**src/rtl/core/pal_pkg.sv**
```systemverilog
`default_nettype none
package pal_pkg;

    // Number of cells in the row; the list holds at most this many words.
    localparam int CAPACITY = 16;

    localparam int DATA_W  = 32;
    localparam int FUNC_W  = 2;
    localparam int POS_W   = 5;
    localparam int COUNT_W = 5;
    localparam int STAT_W  = 2;

    localparam int IDX_W = (CAPACITY > 1) ? $clog2(CAPACITY) : 1;
    localparam int CNT_W = $clog2(CAPACITY + 1);
    // Compare width: wide enough for a position, the fill count and one more.
    localparam int CMP_W = ((CNT_W > POS_W) ? CNT_W : POS_W) + 1;

    typedef enum logic [FUNC_W-1:0] {
        FN_READ   = 2'd0,
        FN_MODIFY = 2'd1,
        FN_INSERT = 2'd2,
        FN_REMOVE = 2'd3
    } t_func;

    typedef enum logic [STAT_W-1:0] {
        ST_OK     = 2'd0,
        ST_FULL   = 2'd1,
        ST_EMPTY  = 2'd2,
        ST_BADPOS = 2'd3
    } t_status;

    // Broadcast from the control to every cell of the row.
    typedef struct packed {
        logic               ins;
        logic               rem;
        logic               mdf;
        logic [CMP_W-1:0]   pos_m1;
        logic [DATA_W-1:0]  value;
    } t_cell_ctrl;

endpackage
`default_nettype wire

```
**src/rtl/core/pal_cell.sv**
```systemverilog
`default_nettype none
module pal_cell
    import pal_pkg::*;
(
    input  wire logic                i_clk,
    input  wire logic [IDX_W-1:0]    i_index,
    input  wire t_cell_ctrl          i_ctrl,
    input  wire logic [DATA_W-1:0]   i_left_word,
    input  wire logic [DATA_W-1:0]   i_right_word,
    output logic [DATA_W-1:0]        o_word,
    output logic [DATA_W-1:0]        o_hit_word
);

    logic [DATA_W-1:0] r_word;
    logic [DATA_W-1:0] n_word;
    logic [CMP_W-1:0]  w_idx;
    logic              w_at;
    logic              w_after;

    assign w_idx   = CMP_W'(i_index);
    assign w_at    = (w_idx == i_ctrl.pos_m1);
    assign w_after = (w_idx > i_ctrl.pos_m1);

    // Insert takes the word from the left, remove from the right.
    always_comb begin
        n_word = r_word;
        if (i_ctrl.ins) begin
            if (w_at) begin
                n_word = i_ctrl.value;
            end else if (w_after) begin
                n_word = i_left_word;
            end
        end else if (i_ctrl.rem) begin
            if (w_at || w_after) begin
                n_word = i_right_word;
            end
        end else if (i_ctrl.mdf) begin
            if (w_at) begin
                n_word = i_ctrl.value;
            end
        end
    end

    always_ff @(posedge i_clk) begin
        r_word <= n_word;
    end

    assign o_word     = r_word;
    assign o_hit_word = w_at ? r_word : '0;

endmodule
`default_nettype wire
```
**config.mk**
```make
export PLATFORM = sky130hd
export DESIGN_NAME = pal_cell
export DESIGN_NICKNAME = d
export VERILOG_FILES = /design/src/rtl/core/pal_pkg.sv /design/src/rtl/core/pal_cell.sv
export SDC_FILE = /design/constraint.sdc
export NUM_CORES = 1
export LEC_CHECK = 0
export ABC_AREA = 1
export ABC_CLOCK_PERIOD_IN_PS = 2400
export BUFFER_PORTS_ARGS = -buffer_cell sky130_fd_sc_hd__buf_2
export CAP_MARGIN = 20
export CORE_MARGIN = 5
export CORE_UTILIZATION = 35
export DETAILED_ROUTE_END_ITERATION = 8
export GPL_TIMING_DRIVEN = 1
export HOLD_SLACK_MARGIN = 0.08
export PLACE_DENSITY = 0.69
export SYNTH_ARGS = -nofsm -noshare
export SYNTH_HDL_FRONTEND = slang
export SYNTH_SLANG_ARGS = --single-unit
```
**constraint.sdc**
```tcl
create_clock -name i_clk -period 2.4 [get_ports i_clk]
set_input_delay 0 -clock i_clk [delete_from_list [all_inputs] [get_ports i_clk]]
set_output_delay 0 -clock i_clk [all_outputs]
set_load 0.01 [all_outputs]
```
After elaboration in Yosys (flattened, before gate mapping)
Index checks and enable logic that the tools add are counted.

Bits in registers: 32. Bits of input ports: 110. Output and inout bits: 64. Word-level logic and storage cells: 17.

Magnitude comparators: 1. Equality and inequality tests: 3. Mux-type cells: 8. Reduce and logical (&&, ||, !) cells: 4.

Operator list (count): 32-bit 2-to-1 mux (8); 4-bit by 6-bit == test with 1-bit output (1); 4-bit by 6-bit greater-than comparator with 1-bit output (1); 3-bit by 1-bit != test with 1-bit output, second input constant (2); 3-bit nonzero test (2); 4-bit AND reduction (1); 1-bit logical OR (1).

Depth between registers and ports, before layout
Depth after elaboration: 5. Depth in mapped cells: 9. Mapped depth without buffers: 8.

Least setup slack after synthesis
Ideal clock, no wire load.

Path type: input to register. Start: in i_ctrl[35] (netlist bit). End: reg r_word[0] (netlist: o_word[0]) (enable). Arrival time: 1.541 ns. Required time: 2.011 ns. Slack: 0.470 ns. Stages on the path: 7. Buffers on the path: 1. Cell sequence: inv_1 -> ha_1 -> nand2_1 -> nor2_4 -> buf_4 -> o211ai_1 -> nand2_1.

Word-level cells in the longest chain between the ends: 4.

Ends and longest elaborated chain: start, declared (RTL line pal_cell.sv:7) `input wire t_cell_ctrl i_ctrl,`; 4-bit by 6-bit greater-than comparator with 1-bit output or 4-bit by 6-bit == test with 1-bit output (tied branches) (RTL line pal_cell.sv:22, pal_cell.sv:21); 1-bit logical OR (RTL line pal_cell.sv:34) `if (w_at || w_after) begin`; 3-bit by 1-bit != test with 1-bit output (no line); 4-bit AND reduction (no line) (*); end signal, assigned (RTL line pal_cell.sv:45) `r_word <= n_word;`; end, declared (RTL line pal_cell.sv:14) `logic [DATA_W-1:0] r_word;`.

Every way passes the cells marked *; elsewhere a longest branch is shown, timed or not. A chain may end at the register's enable or synchronous reset.

Worst setup path in the final report
Start: in i_ctrl[40] (netlist bit). End: reg r_word[16] (netlist: o_word[16]) (data pin).

Word-level cells in the longest chain between the ends: 1.

Ends and longest elaborated chain: 32-bit 2-to-1 mux (RTL line pal_cell.sv:27) `if (i_ctrl.ins) begin`; via n_word[16] (RTL line pal_cell.sv:15) `logic [DATA_W-1:0] n_word;`.

The timed path passes the listed nets, and every way through them passes these cells.

==> results.cfg <==
[timing]
report.final.setup_viol = 0
hold_viol = 0
fin_ws_ps = 471
setup_tns_ps = 0
post-route-period-util_pct = 80.4
max_freq_mhz = 518
worst_pin_slew_ps = 689
final.min_clock_period_ps = 1930
grt_setup_unrepaired = false
drv_slew = 0
slew_headroom_pct = 54.1

[power]
clkPwrFrac_pct = 25.5
pwr-share-seq_pct = 43.9
p_sw_share_pct = 29.2
p_per_area_nw_per_um2 = 373
switchingPower_uw = 459
vdd_drop_max_mv = 0.207
leakagePower_uw = 0.00245
finalPower_uw = 1570
p_int_uw = 1110
p_comb_share_pct = 30.6

[final_layout]
fin_util_pct = 58.6
area_growth_pct = 64.6
fin_area_um2 = 4210
final_nets = 714
drive_above_1_share_pct = 31.9
largest_reg_flops = 32
diodes = 0

[synthesis]
synth_cell_types = 17
synth_edf_count = 32
syn_inst = 369
synthTopCellsByCount = 104 x inv_1, 70 x nand2_1, 64 x nand3_1
synthXorXnorAreaFrac_pct = 0
synth_top_family_by_area = simple AND/OR/NAND/NOR gates
synth.most_common_cell = inv_1
synth_compound_area_share_pct = 10.2
ys.flop_type = edfxtp_1
ys_ff_latch = 32
ys_top_cells_by_area = edfxtp_1 38%, inv_1 15%, nand3_1 13%, nand2_1 10%, a22oi_1 9.4%
synthAdderAreaFrac_pct = 1.96
yosys.area.top_type = edfxtp_1
yosysSeqAreaShare_pct = 37.6
syn_area_per_cell_um2 = 6.92
synthSimpleGateAreaFrac_pct = 29.7
synthesis.nets = 483
synthArstFlopShare_pct = 0
post-synth-top-area-fraction_pct = 37.6
synth_area_um2 = 2550
synth.yosys.warnings = 0
synthMuxAreaShare_pct = 0

[clock_tree]
htreeDepth = 2
clkSinkCount = 32
clkTransAtPathRegs_ps = 70
numCtsBuffers = 5
cts_resized = 0
cts-root-buf = clkbuf_8
cts_setup_buffers = 0
cts_tree = done
clockBufferDepth = 2

[worst_setup_path]
path_buf_inv = 4
cpPeakStageDelay_ps = 580
startpoint_type = input pin
worst_ep_arrival_time_ps = 2080
slowest_stage = dlygate4sd3_1
critPathRequiredTime_ps = 2550
crit_top_cell = buf_4
cp_top_family = buffers and inverters
cp-end-kind = flop
crit_fanout = 25
critPathKind = in2reg
crit_chain = buf_2 -> buf_4 -> nor2_2 -> buf_4 -> a22oi_1 -> dlygate4sd3_1 -> nand2_1

[min_path]
holdCritStartpoint = i_left_word[27]
min_to = o_word[27]
hold_class = in2reg
whs_path_depth = 5

[placement]
dp_hpwl_mm = 6.05
dpl_cell_area_um2 = 3460
place_ws_ps = 494
port_buffers = 173
place_congestion = 0.794

[grt]
grt_pass1_wl_mm = 14.2
track_usage_pct = 19.6
grt_max_degree = 65
grt_pass1_vias = 3193
gr-total-overflow = 0
grt_antenna_before_repair = 0

[outcome]
status = finished clean

[die]
io_pins = 174
core_area_um2 = 7180
die_h_um = 95.4
initial_core_util_pct = 35.6
num_rows = 31
die-area_um2 = 9110
fp.dieW_um = 95.4

[route]
ant_nets = 0
wl_per_cell_um = 13.2
drc = 0
drtIter0Drc = 217
vias = 3238
vias_per_cell = 4.63
first_pass_iters = 4
wirelength_mm = 9.27

[job]
maxCapViolCount = 0
[placed cells by master (no fill, tap or decap), types with 2 or more instances in the layout]
cell type / instances
clkinv_2: 2
nand3_1: 64
nor2_4: 3
ha_1: 4
dlygate4sd3_1: 66
inv_1: 104
buf_2: 173
nand2_1: 70
nor2_1: 32
buf_4: 7
a22oi_1: 32
edfxtp_1: 32
clkbuf_8: 5
[power groups by stage]
stage                     registers (uW)  clock network [uW]  logic [uW]
after global routing                 693                 431         532
after floorplan                      718                   0         181
final                                689                 400         479
after CTS                            689                 409         472
after detailed placement             701                   0         378
after global placement               699                   0         370
[metrics by stage]
| step | hold WS (ps) | instances |
|---|---|---|
| after global routing | 104 | 700 |
| final | 85.7 | 700 |
| after detailed placement | 297 | 626 |
| after global placement | 294 | 626 |
| after CTS | 82.1 | 700 |
| after floorplan | 204 | 369 |
[timing repair]
| action | in CTS | in global routing |
|---|---|---|
| hold buffers | 66 | 0 |
| hold endpoints to repair | 32 | 0 |
| setup endpoints to repair | 0 | 0 |
[layout make-up]
type	instances	area [um2]
Fill cell	653	2970
Timing Repair Buffer	246	1580
Multi-Input combinational cell	211	1070
Sequential cell	32	961
Inverter	104	390
Tap cell	99	124
Clock buffer	5	68.8
Clock inverter	3	13.8
[how the worst max path moves through the flow]
| stage | slack, ps | cells past startpoint | start | end |
|---|---|---|---|---|
| 3_3_place_gp | 560 | 9 | i_index[3] | o_word[3] |
| 5_1_grt | 350 | 7 | i_ctrl[40] | o_word[6] |
| 4_1_cts | 520 | 7 | i_ctrl[40] | o_word[4] |
| 3_5_place_dp | 490 | 9 | i_index[3] | o_word[12] |
| 2_1_floorplan | 470 | 7 | i_ctrl[35] | o_word[0] |
| 6_report | 470 | 7 | i_ctrl[40] | o_word[16] |
[cell families (layout without fill, tap and decap cells)]
kind of cell,Yosys count,after routing
compound gates,35,35
fa+ha+maj,4,4
simple gates,172,172
flops,32,32
buf+inv,126,358
[per-layer routing]
metal,part of all wire [%],vias to the layer above,global-route usage [%]
met5,0,-,0
met4,2.9,0,8.65
met3,7.7,22,3.39
met2,51,157,35.6
met1,38,1447,22.4
li1,-,1612,-
Power figures use the tool's default switching activity.
